===== src/design/u8u16_pkg.sv =====
// types and constants for the utf-8 to utf-16 transcoder
// no dependencies
package u8u16_pkg;

  localparam logic [7:0]  LEAD2_MIN  = 8'hC2;
  localparam logic [7:0]  LEAD3_MIN  = 8'hE0;
  localparam logic [7:0]  LEAD4_MIN  = 8'hF0;
  localparam logic [7:0]  LEAD_BAD   = 8'hF8;
  localparam logic [20:0] MAX_CP     = 21'h10FFFF;
  localparam logic [20:0] BMP_LIMIT  = 21'h010000;
  localparam logic [15:0] SURR_HI    = 16'hD800;
  localparam logic [15:0] SURR_LO    = 16'hDC00;

  localparam logic [1:0] CONT_TAG = 2'b10;

  typedef struct packed {
    logic [15:0] unit;
    logic        rep;
    logic        fail;
  } result_t;

  // all results caused by one byte, entry 0 first
  typedef struct packed {
    result_t [2:0] ent;
    logic [1:0]    cnt;
  } group_t;

endpackage


===== src/design/utf8_to_utf16_transcoder.sv =====
// utf-8 to utf-16 transcoder, top level
// depends on u8u16_pkg, u8u16_decode, u8u16_outbuf
//
// Takes one byte of a utf-8 string per input transfer, in_last on the final
// byte, and gives utf-16 code units, one per output transfer: one unit for a
// code point below 0x10000, a surrogate pair above. After the final byte a
// report (is_report high, code_unit zero) says whether the string was valid;
// on failed the string's units must be discarded. Errors stop further units
// for the rest of the string. A byte is decoded in the cycle it is taken and
// its results (none to three) land in a result register, so bytes are taken
// every cycle as long as each causes at most one result and the output keeps
// up; a byte that causes more than one result holds the output until all have
// gone out, and the next byte is taken in the cycle its last result goes out.
module utf8_to_utf16_transcoder (
  input  logic        clk,
  input  logic        rst,
  input  logic        in_valid,
  output logic        in_ready,
  input  logic [7:0]  in_byte,
  input  logic        in_last,
  output logic        out_valid,
  input  logic        out_ready,
  output logic [15:0] code_unit,
  output logic        is_report,
  output logic        failed,
  output logic        last_of_run
);
  import u8u16_pkg::*;

  group_t grp;
  logic   free;
  logic   load;

  assign in_ready = free;
  assign load     = in_valid && free;

  u8u16_decode u_decode (
    .clk     (clk),
    .rst     (rst),
    .load    (load),
    .in_byte (in_byte),
    .in_last (in_last),
    .grp     (grp)
  );

  u8u16_outbuf u_outbuf (
    .clk         (clk),
    .rst         (rst),
    .load        (load),
    .grp         (grp),
    .free        (free),
    .out_valid   (out_valid),
    .out_ready   (out_ready),
    .code_unit   (code_unit),
    .is_report   (is_report),
    .failed      (failed),
    .last_of_run (last_of_run)
  );

endmodule


===== src/design/u8u16_decode.sv =====
// utf-8 decode state and per-byte result generation
// depends on u8u16_pkg
module u8u16_decode (
  input  logic              clk,
  input  logic              rst,
  input  logic              load,
  input  logic [7:0]        in_byte,
  input  logic              in_last,
  output u8u16_pkg::group_t grp
);
  import u8u16_pkg::*;

  logic [1:0]  rem, rem_next;
  logic [2:0]  len, len_next;
  logic [20:0] acc, acc_next;
  logic        err, err_next;

  logic [20:0] acc_shift;
  logic        second;
  logic        cp_emit;
  logic [20:0] cp_val;
  logic [20:0] cp_off;
  logic [1:0]  n_units;
  logic [15:0] u0, u1;
  logic        fail;
  result_t     rpt;

  assign acc_shift = {acc[14:0], in_byte[5:0]};
  assign second    = (({1'b0, rem} + 3'd1) == len);
  assign cp_off    = cp_val - BMP_LIMIT;

  always_comb begin
    rem_next = rem;
    len_next = len;
    acc_next = acc;
    err_next = err;
    cp_emit  = 1'b0;
    cp_val   = acc_shift;
    if (!err) begin
      if (rem == 2'd0) begin
        if (!in_byte[7]) begin
          cp_emit = 1'b1;
          cp_val  = {13'd0, in_byte};
        end else if (in_byte >= LEAD2_MIN && in_byte < LEAD3_MIN) begin
          acc_next = {16'd0, in_byte[4:0]};
          len_next = 3'd2;
          rem_next = 2'd1;
        end else if (in_byte >= LEAD3_MIN && in_byte < LEAD4_MIN) begin
          acc_next = {17'd0, in_byte[3:0]};
          len_next = 3'd3;
          rem_next = 2'd2;
        end else if (in_byte >= LEAD4_MIN && in_byte < LEAD_BAD) begin
          acc_next = {18'd0, in_byte[2:0]};
          len_next = 3'd4;
          rem_next = 2'd3;
        end else begin
          err_next = 1'b1;
        end
      end else if (in_byte[7:6] != CONT_TAG) begin
        err_next = 1'b1;
      end else if (second && acc == '0 &&
                   ((len == 3'd3 && !in_byte[5]) ||
                    (len == 3'd4 && in_byte[5:4] == 2'b00))) begin
        // overlong three or four byte form
        err_next = 1'b1;
      end else begin
        acc_next = acc_shift;
        rem_next = rem - 2'd1;
        if (rem == 2'd1) begin
          cp_emit  = 1'b1;
          acc_next = '0;
          len_next = '0;
        end
      end
    end

    n_units = 2'd0;
    u0      = cp_val[15:0];
    u1      = '0;
    if (cp_emit) begin
      if (cp_val > MAX_CP) begin
        err_next = 1'b1;
      end else if (cp_val < BMP_LIMIT) begin
        n_units = 2'd1;
      end else begin
        n_units = 2'd2;
        u0      = SURR_HI | {6'd0, cp_off[19:10]};
        u1      = SURR_LO | {6'd0, cp_off[9:0]};
      end
    end

    // cut-off sequence fails the string
    fail = err_next | (rem_next != 2'd0);
    rpt  = '{unit: '0, rep: 1'b1, fail: fail};

    grp = '0;
    case (n_units)
      2'd1: begin
        grp.ent[0] = '{unit: u0, rep: 1'b0, fail: 1'b0};
        grp.ent[1] = rpt;
      end
      2'd2: begin
        grp.ent[0] = '{unit: u0, rep: 1'b0, fail: 1'b0};
        grp.ent[1] = '{unit: u1, rep: 1'b0, fail: 1'b0};
        grp.ent[2] = rpt;
      end
      default: begin
        grp.ent[0] = rpt;
      end
    endcase
    grp.cnt = n_units + {1'b0, in_last};

    if (in_last) begin
      rem_next = '0;
      len_next = '0;
      acc_next = '0;
      err_next = 1'b0;
    end
  end

  always_ff @(posedge clk) begin
    if (rst) begin
      rem <= '0;
      len <= '0;
      acc <= '0;
      err <= 1'b0;
    end else if (load) begin
      rem <= rem_next;
      len <= len_next;
      acc <= acc_next;
      err <= err_next;
    end
  end

endmodule


===== src/design/u8u16_outbuf.sv =====
// result register holding the results of one byte, sent one per transfer
// depends on u8u16_pkg
module u8u16_outbuf (
  input  logic              clk,
  input  logic              rst,
  input  logic              load,
  input  u8u16_pkg::group_t grp,
  output logic              free,
  output logic              out_valid,
  input  logic              out_ready,
  output logic [15:0]       code_unit,
  output logic              is_report,
  output logic              failed,
  output logic              last_of_run
);
  import u8u16_pkg::*;

  result_t [2:0] ent;
  logic [1:0]    cnt;
  logic [1:0]    idx;
  logic          take;
  logic          at_last;
  result_t       cur;

  assign out_valid = (cnt != 2'd0);
  assign at_last   = (idx == cnt - 2'd1);
  assign take      = out_valid && out_ready;
  assign free      = !out_valid || (take && at_last);

  always_comb begin
    case (idx)
      2'd1:    cur = ent[1];
      2'd2:    cur = ent[2];
      default: cur = ent[0];
    endcase
  end

  assign code_unit   = cur.unit;
  assign is_report   = cur.rep;
  assign failed      = cur.fail;
  assign last_of_run = at_last;

  always_ff @(posedge clk) begin
    if (load) begin
      ent <= grp.ent;
    end
  end

  always_ff @(posedge clk) begin
    if (rst) begin
      cnt <= '0;
      idx <= '0;
    end else if (load) begin
      cnt <= grp.cnt;
      idx <= '0;
    end else if (take) begin
      if (at_last) begin
        cnt <= '0;
        idx <= '0;
      end else begin
        idx <= idx + 2'd1;
      end
    end
  end

endmodule


===== config.mk =====
export PLATFORM = sky130hd
export DESIGN_NAME = utf8_to_utf16_transcoder
export DESIGN_NICKNAME = d
export VERILOG_FILES = /design/src/design/u8u16_pkg.sv /design/src/design/utf8_to_utf16_transcoder.sv /design/src/design/u8u16_decode.sv /design/src/design/u8u16_outbuf.sv
export SDC_FILE = /design/constraint.sdc
export NUM_CORES = 1
export LEC_CHECK = 0
export ABC_AREA = 1
export BUFFER_PORTS_ARGS = -buffer_cell sky130_fd_sc_hd__buf_2
export CAP_MARGIN = 10
export CORE_ASPECT_RATIO = 0.8
export CORE_MARGIN = 4
export CORE_UTILIZATION = 40
export DETAILED_ROUTE_END_ITERATION = 12
export SLEW_MARGIN = 0
export SYNTH_ARGS = -nofsm -noshare
export SYNTH_HDL_FRONTEND = slang
export SYNTH_SLANG_ARGS = --single-unit

===== constraint.sdc =====
create_clock -name clk -period 3.65 [get_ports clk]
set_clock_uncertainty 0.2 [all_clocks]
set_input_delay 0.365 -clock clk [delete_from_list [all_inputs] [get_ports clk]]
set_output_delay 0.365 -clock clk [all_outputs]
set_load 0.02 [all_outputs]

# --- Word-level counts from Yosys, hierarchy flattened ---
# Index checks and enable logic that the tools add are counted.
word_totals:
  regBits: 85
  elab_cells: 138
op_classes:
  bitwise: 1
  mux: 66
  add_sub_neg: 6
  order_cmp: 8
  reduce_logical: 27
  eq_ne: 15
op_table:
  columns: ["op", "n"]
  rows:
  - ["two-way mux 21 bit", 13]
  - ["two-way mux 16 bit", 6]
  - ["one-hot mux 18 bit (2 select lines)", 2]
  - ["two-way mux 2 bit", 18]
  - ["two-way mux 3 bit", 10]
  - [">= comparator 8 bit (second input constant)", 3]
  - ["< comparator 8 bit (second input constant)", 3]
  - ["> comparator 21 bit (second input constant)", 1]
  - ["zero test 21 bit", 1]
  - ["< comparator 21 x 17 -> 1 bit (second input constant)", 1]
  - ["subtractor 20 x 17 -> 20 bit (second input constant)", 1]
  - ["two-way mux 1 bit", 17]
  - ["logical AND 1 bit", 10]
  - ["nonzero test 2 bit", 4]
  - ["AND reduction 7 bit", 1]
  - ["== test 2 x 1 -> 1 bit (second input constant)", 3]
  - ["inequality test 3 x 2 -> 1 bit (second input constant)", 2]
  - ["AND reduction 6 bit", 1]
  - ["inequality test 5 bit (second input constant)", 1]
  - ["== test 2 bit (second input constant)", 2]
  - ["zero test 2 bit", 2]
  - ["inequality test 2 bit (second input constant)", 2]
  - ["OR reduction 2 bit", 2]
  - ["subtractor 2 x 1 -> 2 bit (second input constant)", 2]
  - ["13 further kinds", 15]

# --- Logic depth before layout (Yosys ltp) ---
# Gate-level depths: netlist of the first run.
logic_depth:
  depth_word: 12
  mapped_depth: 20
  mapped_depth_nobuf: 17

# --- Hierarchy ---
# From an unflattened synthesis of the first run, not the netlist that was laid out.
hier_totals:
  cells_unflattened: 535
  hier_area_um2: 4725.8
by_module_without_submodules:
  columns: ["mod", "area_per_inst_um2", "cells_each", "seq_area_each_um2", "n_inst"]
  rows:
  - ["u8u16_decode", 2448.6, 359, 540.5, 1]
  - ["u8u16_outbuf", 2269.7, 174, 1701.6, 1]
  - ["utf8_to_utf16_transcoder", 7.5, 2, 0.0, 1]

# --- Least setup slack after synthesis of the first run ---
# No wires, ideal clock.
synth_timing:
  path_kind: "register to register"
  from: "register u_decode.rem[0]"
  to: "register u_outbuf.ent[10] (netlist name), data pin"
  path_stages_with_launch: 21
  n_path_buf: 4
  synth_period_minus_slack_ps: 3454
  path_slack_ps: 196
  setup_ps: 146
  t_arrival_ps: 3108
  path_cell_list: "dfxtp_1 inv_1 ha_1 buf_2 nand3_2 clkbuf_1 nand2_1 ha_1 nand2_1 nor2_1 nand3_1 nand3_1 nand2_1 inv_1 nand2_2 buf_2 ha_1 inv_1 clkbuf_1 o21ai_0 a21oi_1"
synth_between:
  elab_chain_cells: 11
  elab_cells_between_ends: 25
synth_lines:
  columns: ["item", "line", "text"]
  rows:
  - ["start: declaration", "u8u16_decode.sv:13", "logic [1:0] rem, rem_next;"]
  - ["start signal: assignment", "u8u16_decode.sv:128", "rem <= rem_next;"]
  - ["parallel branches: the longest is 11 deep, another holds < comparator 21 x 17 -> 1 bit", null, null]
  - ["end signal: assignment", "u8u16_outbuf.sv:45", "ent <= grp.ent;"]
  - ["end: declaration", "u8u16_outbuf.sv:18", "result_t [2:0] ent;"]
# Parallel ways; which one is timed is not known.
# A chain may end at the register's enable or synchronous reset.

==> summary.md, run 1 <==
The startpoint identified for the worst register-to-register timing path is u_decode.rem[0]. The power density normalized to cell area is 478 nW/um2, and the synthesis-to-layout area growth is 13.5%. Ratio of final minimum period to clock period: 0.927. Compound-gate portion of the synthesized area: 0.127. The static leakage was 1.78 nW; the worst-case setup slack after placement was 0.293 ns. Setup violations remaining at the end of the flow were counted as 0. The count of warnings emitted by yosys is 0, and the measured slew at the worst slew-check pin is 0.679 ns.

The run gives 215 as the number of DRC markers after the initial detailed-route iteration. The worst hold path begins at out_ready. STA puts the critical path data arrival time at 3.28 ns. For the final total power, the log shows 1.91 mW. The leading area contributor after synthesis is sky130_fd_sc_hd__edfxtp_1. The count of cells in the finished layout, fillers not included, comes to 620. The peak ir drop on the vdd network was 0.291 mV.

The largest fanout on the critical path was 11. Once placement finished, the instance area stood at 3780 um2. In the routed design, unresolved DRC markers number 0. The overall global routing resource usage was 0.180.

The clock passes through at most 2 buffers. The initial antenna violation count is 0, and the total inserted antenna cells is 0. The die boundary width was 113 um; the gate count of the mapped netlist was 469.

Setup repair after global routing left no endpoint under its margin. After global routing the overflow that remains totals 0. The final layout contains routed wiring with a total length of 8900 um. After filler insertion, the fill cell instance count of the layout stands at 876.

The total number of nets in the final design is 528. Data on the critical path is required at its endpoint by 3.55 ns. The floorplan has 30 rows.

The run gives 0 as the count of maximum capacitance violations. The fraction of the mapped netlist area in adder cells came out at 0.0425. The element type at the critical path start was a flop. Proportion of netlist area held by the largest area contributor: 0.281. The flow ran to the end, and the final reports show no timing, DRC or antenna violations. The logs give 0.171 ns for the worst hold margin and 0.268 ns for the worst path setup slack after routing.

The worst slew slack as a fraction of its limit was 0.548; the number of buffers inserted by port buffering was 33. The starting density of the core is 0.413, and the minimum clock period after layout is 3.38 ns. Including well taps, the total number of placed cells is 603.

The kind of end point of the critical path was a flop. The fraction of synthesized area in multiplexers came out at 0. After synthesis, the largest family of logic cells by area is simple AND/OR/NAND/NOR gates.

The share of layout cells above drive strength 1 came out at 0.130. The run gives 2,965 as the via count of the first global-routing pass. Yosys mapped the design onto 32 distinct sky130hd cell types. The H-tree was split into 3 levels. Proportion of synthesized chip area in sequential cells: 0.456.

Critical path's slowest cell: sky130_fd_sc_hd__ha_1. The number of failing hold endpoints at the final stage came out at 0. The final estimated routing congestion in global placement was 0.912; the area of all placed cells without fillers was 4010 um2. For this design the top-level I/O count stands at 34. The flip-flop and latch count after synthesis came out at 64. The first global-routing pass estimated 14,700 um of wire.

The height of the chip was 92.0 um. The run gives 3,117 as the via count. TritonCTS built the clock tree. The cell area that synthesis handed to floorplanning was 3530 um2.

The fraction of the core area covered by cells at the end of the flow was 0.468; the number of sinks on the clock net was 64. The setup slack of the most critical reg-to-reg path was 0.27 ns; the largest incremental delay on the critical path was 0.46 ns. The clock latency on the worst-skew pair came out at 0.35 ns. The die covers 10,400 um2. The most critical setup path has its startpoint at u_decode.rem[0]. Clock tree synthesis inserted a total of 9 buffers. The simple-gate share of the synthesized area was 0.284; the area of the placeable core was 8560 um2.

Averaged over all synthesized cells, the footprint is 7.53 um2. Setup total negative slack on the finished layout was measured at 0 ns. For the number of max-slew violations in the final report, the log shows 0. Sorting the synthesized cells by area gives the leading types as sky130_fd_sc_hd__edfxtp_1 28%, sky130_fd_sc_hd__dfxtp_1 18%, sky130_fd_sc_hd__nand2_1 12%. The parity-gate share of the synthesized area counting xor and xnor cells works out to 0.00496. Clock-pin slew was measured on the worst setup and hold paths at 0.07 ns.

The mean number of vias per cell works out to 5.03. Buffer type at the clock tree root: sky130_fd_sc_hd__clkbuf_8. The post-detailed-route wirelength per cell was 14.3 um. The critical path in this run is classified as reg -> reg.

The tools report the number of detailed-routing iterations run before antenna repair as 5. The tools report the synthesized net count as 494. Path category of the worst min-delay check: in -> reg. The logs give 38 for the pin count of the biggest net entering global routing and 6420 um for the detailed-placement wirelength estimate.

Traced cell by cell, the critical path runs through inv_1 > ha_1 > nand3_2 > nand2_1 > ha_1 > nand2_1 > nor2_1 > nand3_1 > nand3_1 > nand2_1 > inv_1 > nand2_2 > ha_1 > clkinvlp_4 > nand3_2 > nor2_1. The fmax is 296 MHz. The count of nets left with antenna violations once routing finished came out at 0.
[cells in the mapped netlist (all sizes together)]
library cell  number
o22ai              1
a211oi             1
a21boi             1
inv               57
nand4              5
or2                2
clkbuf             6
a22o              10
a31oi              1
ha                12
dfxtp             31
xnor2              2
o31ai              1
nand2            120
edfxtp            33
nand3             32
a21oi             37
nor3               4
o21ai             25
nor2              79
buf                9
[per-layer routing]
layer  share of wire  vias to the layer above  track usage  routed length [um]
met5               0                        -            0                   0
met4           0.024                        0       0.0721                 212
met3           0.060                       22       0.0435                 533
met2            0.42                      100        0.261                3740
met1            0.50                     1405        0.255                4410
li1                -                     1590            -                   -
[path summary, 6_finish.rpt]
kind | endpoint | cells past startpoint
setup reg to reg | u_outbuf.ent[20] | 16
hold / removal | u_outbuf.idx[0] | 4
hold reg to reg | u_decode.acc[20] | 2
setup / recovery | u_outbuf.ent[20] | 16
[cell usage in the layout, fill, tap and decap left out, drive strengths merged, types with 2 or more instances in the layout]
cell type / n
clkbuf: 10
nand4: 5
dfxtp: 31
bufinv: 2
edfxtp: 33
a21oi: 37
nand2: 120
nand3: 32
clkinv: 3
buf: 38
nor3: 4
nor2: 79
a22o: 10
or2: 2
xnor2: 2
inv: 57
ha: 12
o21ai: 25
[worst max-delay path, delay by kind of cell (launching register included)]
kind          cells  cell delay (ns)
simple gates     10             1.09
fa+ha+maj         3             0.97
buf+inv           3             0.49
flops             1             0.37
[repair_timing]
action	in CTS	in global routing
setup endpoints to repair	0	4
hold buffers	0	0
setup buffers	0	1
gates resized for setup	0	1
endpoints found under the hold margin	0	0
[logic make-up after synthesis]
| logic type | Yosys count |
|---|---|
| adders and majority gates | 12 |
| and+or+nand+nor | 242 |
| DFF | 64 |
| xor gates and xnor gates | 2 |
| buffers and inverters | 72 |
| AOI/OAI and AO/OA | 77 |
[registers in the layout, summed over array words and instances (netlist names)]
name,cells
u_decode.err,1
u_outbuf.cnt,2
u_decode.rem,2
u_decode.len,3
u_decode.acc,21
u_outbuf.ent,33
u_outbuf.idx,2
[cell type report]
class,count,area [um2],area share
Sequential cell,64,1610,0.402
Tap cell,112,140,0.0350
Inverter,57,223,0.0556
Clock inverter,6,82.6,0.0206
Clock buffer,10,128,0.0319
Timing Repair Buffer,38,203,0.0506
Multi-Input combinational cell,333,1620,0.404
[power by group]
group          internal (mW)  switching, mW
Clock                  0.383          0.285
Sequential             0.827         0.0341
Combinational          0.126          0.260
Total                   1.34          0.579
Power figures use the tool's default switching activity.
==> inputs of run 2 (changes only) <==
Settings changed: ABC_AREA 1 to unset.
==> run 2 against run 1 <==
Area after synthesis fell by 2.5%. First-iteration DRC count up 18%. Utilization grew 0.80 points. Combinational power is 31% lower. Count of clock-buffer cells in the layout is 1 lower. Flip-flop and latch count stayed put.
==> summary.md, run 2 <==
The largest registers in the layout are u_outbuf.ent (33), u_decode.acc (21), u_decode.len (3). The mapped netlist covers 3440 um2. Leaving out fill and tap cells, the most frequent cell in the layout is sky130_fd_sc_hd__nand2_1. The compound-gate portion of the synthesized area came out at 0.187.

The starting density of the core is 0.422. For this design, the CTS-stage hold fixing added 0 buffers. The clock period could shrink to 3.20 ns. By area, the combinational part of the netlist is dominated by simple AND/OR/NAND/NOR gates. For the count of maximum capacitance violations, the log shows 0.

The share of layout cells above drive strength 1 is 0.188, and the largest fanout on the critical path is 10. The clock net in this run drives a total of 64 sinks. The number of synthesized flops with an enable pin was 33; the arrival time at the worst endpoint was 3.20 ns. Counting instances in the post-synthesis netlist gives the leading cell types as 49 x sky130_fd_sc_hd__nand2_1, 33 x sky130_fd_sc_hd__edfxtp_1, 31 x sky130_fd_sc_hd__dfxtp_1. Dividing total power by cell area gives a power density of 415 nW/um2. The tools report the area of all placed cells without fillers as 3890 um2.

The worst hold path startpoint is in_byte[1]. Clock tree synthesis inserted a total of 9 buffers. TritonCTS built the clock tree. The run gives 6020 um as the detailed-placement wirelength estimate. Buffer type at the clock tree root: sky130_fd_sc_hd__clkbuf_8. At the later pin of the worst-skew pair, clock insertion delay measures 0.35 ns. STA puts the critical path data required time at 3.65 ns. Worst-case clock buffer depth: 2. The run gives 3 as the count of H-tree levels built during CTS. The fraction of the mapped netlist area in adder cells came out at 0.0436. The most common cell in the synthesized netlist was sky130_fd_sc_hd__nand2_1. The setup TNS after final layout is 0 ns, and the static leakage is 1.58 nW. Pin placement for this block handled 34 I/O pins. The run gives 2,614 as the via count of the first global-routing pass.

The worst hold path belongs to the class in -> reg. The tools report the footprint of the multi-input gates as 1690 um2. The flip-flop count of the largest register after layout is 33. The measured slew at the worst slew-check pin is 0.686 ns.

For the overall global routing resource usage, the log shows 0.170. The tools report the count of standard-cell rows as 29. The tools report the via count as 2,779. The synthesized net count is 372, and the count of warnings emitted by yosys is 0. Die boundary width: 112 um. From bottom edge to top edge, the die measures 91.0 um.

The flow ran to the end, and the final reports show no timing, DRC or antenna violations. Counting flops and latches in the post-synthesis netlist gives 64. Sorting the synthesized cells by area gives the leading types as sky130_fd_sc_hd__edfxtp_1 29%, sky130_fd_sc_hd__dfxtp_1 18%, sky130_fd_sc_hd__a22o_1 6.6%.

The register bank with the most flops was u_outbuf.ent. STA classifies the critical path endpoint as a flop. Setup repair after global routing left no endpoint under its margin. The library cells used most frequently in the layout, excluding fill and tap cells, are 49 x sky130_fd_sc_hd__nand2_1, 33 x sky130_fd_sc_hd__buf_2, 33 x sky130_fd_sc_hd__edfxtp_1. Summing all flip-flop and latch instances after layout gives 1610 um2. The region available for standard cell placement spans 8160 um2.

The tools report the gate count of the mapped netlist as 347. Counting distinct cell types in the post-synthesis netlist gives 62. The run gives 8530 um as the total detailed-routing wirelength. Leading area contributor after synthesis: sky130_fd_sc_hd__edfxtp_1. The proportion of netlist area held by the largest area contributor was 0.288.

Ratio of final minimum period to clock period: 0.875. By instance count, the cell type seen most on the critical path is sky130_fd_sc_hd__ha_1. Fraction of the core area covered by cells at the end of the flow: 0.476. Global routing finished with a remaining overflow of 0. The total inserted antenna cells came out at 0.

The parity-gate share of the synthesized area counting xor and xnor cells was 0.0153. IR analysis of the VDD net gives a maximum drop of 0.204 mV. Across all setup checks in the final design, the least slack found is 0.454 ns. The fraction of synthesized area in multiplexers works out to 0.0203. The classification of the worst setup path was reg -> reg. STA classifies the critical path startpoint as a flop. The worst slew slack as a fraction of its limit was 0.535. For this run, the detailed router's first-pass iteration total came to 4. The worst register-to-register path begins at u_decode.rem[0].

The largest incremental delay on the critical path works out to 0.43 ns. Walking the worst path, the cells encountered are inv_1 > ha_1 > xor2_1 > nor4_2 > and4_1 > o21ai_0 > o21a_1 > ha_1 > nor3b_4 > nor2b_1. Before CTS, the worst setup slack after placement is 0.350 ns. The final estimated routing congestion in global placement is 0.861. Among all stages on the critical path, the largest delay is contributed by sky130_fd_sc_hd__dfxtp_1.

For this run, the leading register cell type out of synthesis is sky130_fd_sc_hd__edfxtp_1. The placed instances occupy a cell area of 3710 um2. Launch point of the worst path: u_decode.rem[0]. Number of failing hold endpoints at the final stage: 0. Number of buffers inserted by port buffering: 33. After detailed routing, the number of remaining DRC violations is 0. Entering global routing, the biggest net connects 40 pins. The first global-routing pass estimated 13,900 um of wire. The logs give 313 MHz for the fmax and 0 for the number of max-slew violations in the final report. Clock-pin slew was measured on the worst setup and hold paths at 0.07 ns.

The detailed router finished its first iteration with 253 violations. The synthesis-to-layout area growth is 12.9%, and the post-detailed-route wirelength per cell is 17.2 um. A synthesized cell averages 9.92 um2.

Setup violations remaining at the end of the flow were counted as 0. The die covers 10,200 um2. The share of async-settable or async-resettable flops after synthesis was 0; the proportion of synthesized chip area in sequential cells was 0.468. The detail route stage leaves a number of antenna-violating nets equal to 0.

In the routed layout, each cell is associated on average with a via count of 5.60. The filler cells instantiated in the layout total 807. The total number of nets in the final design was 408. The initial antenna violation count was 0; the simple-gate share of the synthesized area was 0.221.
==> run 2: area by class of cell <==
class | instances | area share
clock inverter | 7 | 0.0119
multi-input combinational | 252 | 0.434
inverter | 14 | 0.0135
clock buffer | 9 | 0.0319
tap | 108 | 0.0348
sequential | 64 | 0.415
timing repair buffer | 42 | 0.0599
==> run 2: critical path, delay by kind of cell, from the launching register on <==
family	cells	cell delay, ns
buffers and inverters	1	0.12
AOI/OAI and AO/OA	2	0.31
xor gates and xnor gates	1	0.16
adders and majority gates	2	0.70
and+or+nand+nor	4	1.14
DFF	1	0.43
==> run 2: kinds of logic after synthesis <==
logic type               count (synthesis)
multiplexers                             7
XOR/XNOR                                 6
AO/OA/AOI/OAI                           85
AND/OR/NAND/NOR                        142
buffers and inverters                   31
adder cells (fa/ha/maj)                 12
flip-flops                              64
==> run 2: worst paths after layout <==
check | slack (ns) | depth (start not counted) | to
setup / recovery | 0.45 | 10 | u_outbuf.ent[26]
hold / removal | 0.11 | 3 | u_decode.acc[1]
setup reg to reg | 0.45 | 10 | u_outbuf.ent[26]
hold reg to reg | 0.28 | 1 | u_decode.acc[18]
==> run 2: stage by stage <==
stage          hold WS [ns]  power [mW]  instances
5_1_grt               0.121        1.69        496
3_5_place_dp          0.261        1.10        480
6_report              0.111        1.61        496
2_1_floorplan         0.240        1.01        347
3_3_place_gp          0.254        1.09        480
4_1_cts               0.105        1.63        496
==> run 2: repair_timing <==
action	CTS	global route
setup buffers	0	0
endpoints found under the setup margin	0	7
gates resized for setup	0	1
hold endpoints to repair	0	0
==> run 2: where the power goes <==
part	internal (mW)	total, mW	switching, mW	leakage, nW
clock	0.244	0.534	0.290	0.0814
combinational	0.0906	0.267	0.177	0.916
sequential	0.799	0.813	0.0144	0.580
==> run 2: routing by layer <==
layer,global-route usage,wire length [um],up-vias
li1,-,-,1359
met1,0.250,4150,1339
met2,0.253,3810,71
met3,0.0405,498,10
met4,0.0395,77,0
met5,0,0,-
==> inputs of run 3 (changes only) <==
Settings changed: CORE_UTILIZATION 40 to 53, CTS_CLUSTER_DIAMETER set to 200, GPL_TIMING_DRIVEN set to 0, PLACE_DENSITY set to 0.76.
==> run 3 against run 2 <==
Flip-flop and latch count is the same. Wire length rose by 0.19%. Maximum frequency down 8.4%. Global-route usage increased by 6.0 points. Hold slack improved by 0.015 ns. Final area grew 4.2%. Utilization grew 19 points.
==> summary.md, run 3 (synthesis gave the netlist of run 2 again) <==
Across the run, the number of max-cap violations was 0. The ratio of final minimum period to clock period came out at 0.956. For the pin with the worst max-slew slack, the measured transition is 0.673 ns.

After detailed routing, the number of remaining DRC violations is 0. The number of max-slew violations in the final report was 0. The share of total power in sequential cells is 0.459, and the worst-case clock buffer depth is 2.

In this run the static leakage power is 1.66 nW. The number of hold buffers added after CTS was 0. The run gives 1720 um2 as the footprint of the multi-input gates. The tools report the final estimated routing congestion in global placement as 0.876.

In the final layout, the registers with the most flip-flops are u_outbuf.ent (33), u_decode.acc (21), u_decode.len (3). Entering global routing, the biggest net connects 25 pins. For this design the ratio of total power to cell area is 438 nW/um2. The net switching component of the power came out at 0.490 mW. After legalization and detailed placement, the total HPWL measured 5860 um. Setup repair after global routing left no endpoint under its margin. At the worst endpoint, the required time is 3.55 ns. From bottom edge to top edge, the die measures 80.1 um. The worst setup path is launched from a flop. The number of setup violations in the final report is 0. The run gives 0 as the overflow left after global routing. The run finished with clean final reports. The critical path is of the reg -> reg type.

The combinational group share of total power is 0.160. The post-detailed-route wirelength per cell is 17.8 um. The run gives 420 as the total number of nets in the final design. The run gives 0.565 as the starting density of the core. The number of DRC markers after the initial detailed-route iteration came out at 269. TritonCTS built the clock tree. The via count was 2,959; the fmax was 287 MHz.

The run gives 34 as the boundary pin count. The register with the most flip-flops in the layout has 33 of them. The tools report the via count of the first global-routing pass as 2,798.

After clock tree synthesis, the clock-pin slew on the worst setup and hold paths is 0.07 ns. The number of failing hold endpoints at the final stage was 0; the area of placed instances was 3730 um2. The finished layout holds 481 standard cells, fillers aside. In the routed layout, each cell is associated on average with a via count of 6.15. Leaving out fill and tap cells, the most frequent cells in the layout are 49 x sky130_fd_sc_hd__nand2_1, 33 x sky130_fd_sc_hd__buf_2, 33 x sky130_fd_sc_hd__edfxtp_1. The share of layout cells above drive strength 1 is 0.213, and the area of all placed cells without fillers is 4050 um2.

The minimum clock period after layout came out at 3.49 ns. Across the VDD grid, the largest voltage drop is 0.291 mV. For the initial antenna violation count, the log shows 0.

The internal portion of total power came out at 1.28 mW. Number of buffers inserted by port buffering: 32. Count of H-tree levels built during CTS: 3. The tools report the worst hold margin as 0.126 ns. Along the worst path, the maximum fanout reaches 11.

The fraction of the core area covered by cells at the end of the flow came out at 0.664. Most frequent standard cell in the layout excluding fill and tap cells: sky130_fd_sc_hd__nand2_1. In the final timing run, aggregate negative setup slack is 0 ns. From synthesis to final layout, the design area changed by 17.7%. For the worst setup path, the data arrival time is 3.39 ns.

In this run the horizontal extent of the chip is 98.1 um. The clock latency on the worst-skew pair was 0.35 ns; the worst slew slack as a fraction of its limit was 0.544. After detailed placement, the design holds a cell count of 461.

The first global-routing pass estimated 14,100 um of wire. For the part of the total power dissipated in the clock network, the log shows 0.381. The path category of the worst min-delay check was in -> reg.

The initialized floorplan defines 25 standard-cell rows. The total inserted antenna cells is 0, and the number of sinks on the clock net is 64. The first TritonRoute pass finished after 5 iterations. TritonCTS created 9 clock buffers. The floorplan step defined a die boundary enclosing 7860 um2. The register bank with the most flops is u_outbuf.ent. Once detail routing completed, the nets flagged for antenna violations numbered 0. The overall global routing resource usage is 0.230, and the filler cell count in the final layout is 483. The floorplan step defined a core boundary enclosing 6100 um2. The tools report the total detailed-routing wirelength as 8550 um. STA classifies the critical path endpoint as a flop. The buffer type at the clock tree root was sky130_fd_sc_hd__clkbuf_8. The switching share of power is 0.276, and the sequential standard cell area is 1610 um2.
-- run 3: area by class of cell --
| cell class | instances | area share |
|---|---|---|
| plain buffers | 15 | 0.0256 |
| clock buffers | 9 | 0.0306 |
| clock inverters | 7 | 0.0235 |
| inverters | 14 | 0.0145 |
| multi-input cells | 252 | 0.425 |
| flip-flops and latches | 64 | 0.398 |
| well taps | 81 | 0.0250 |
| repair buffers | 39 | 0.0574 |
-- run 3: power groups by stage --
stage | clock network [mW] | registers [mW] | logic (mW)
after floorplan | 0 | 0.826 | 0.185
after global placement | 0 | 0.829 | 0.255
after detailed placement | 0 | 0.829 | 0.268
after CTS | 0.685 | 0.814 | 0.273
after global routing | 0.724 | 0.818 | 0.309
final | 0.677 | 0.814 | 0.284
-- run 3: final timing paths --
| kind | slack (ns) | cells after the start | from | to |
|---|---|---|---|---|
| worst max-delay path | 0.16 | 15 | u_decode.rem[0] | u_outbuf.ent[28] |
| worst min-delay path | 0.13 | 3 | in_byte[2] | u_decode.acc[2] |
| worst max register to register | 0.16 | 15 | u_decode.rem[0] | u_outbuf.ent[28] |
| worst min register to register | 0.28 | 1 | u_decode.acc[20] | u_decode.acc[20] |
-- run 3: per-stage QoR --
stage | total power [mW] | setup slack, ns
6_report | 1.77 | 0.162
4_1_cts | 1.77 | 0.00231
5_1_grt | 1.85 | 0.00595
3_5_place_dp | 1.10 | -0.664
2_1_floorplan | 1.01 | 0.102
3_3_place_gp | 1.08 | -0.553
-- run 3: worst max-delay path: stages, from the launching register on --
cell                       delay [ns]
sky130_fd_sc_hd__dfxtp_2         0.36
sky130_fd_sc_hd__inv_1           0.10
sky130_fd_sc_hd__ha_1            0.15
sky130_fd_sc_hd__clkbuf_4        0.19
sky130_fd_sc_hd__or3b_1          0.35
sky130_fd_sc_hd__clkbuf_4        0.19
sky130_fd_sc_hd__buf_4           0.18
sky130_fd_sc_hd__nand2_1         0.08
sky130_fd_sc_hd__ha_1            0.19
sky130_fd_sc_hd__a41o_1          0.24
sky130_fd_sc_hd__o21ai_4         0.09
sky130_fd_sc_hd__buf_4           0.19
sky130_fd_sc_hd__ha_4            0.35
sky130_fd_sc_hd__nor3b_4         0.07
sky130_fd_sc_hd__buf_4           0.15
sky130_fd_sc_hd__and2_1          0.15
-- run 3: timing repair --
item                                    in CTS  in global routing
pin swaps                                    2                  0
hold endpoints to repair                     0                  0
setup buffers                                6                  0
resized for setup                            6                 11
endpoints found under the setup margin      28                 42
-- run 3: layer usage --
metal / vias up / part of all wire / GRT usage
met1: 1435 / 0.45 / 0.302
met2: 115 / 0.47 / 0.363
met5: - / 0 / 0
li1: 1390 / - / -
met4: 0 / 0.015 / 0.0844
met3: 19 / 0.072 / 0.0660
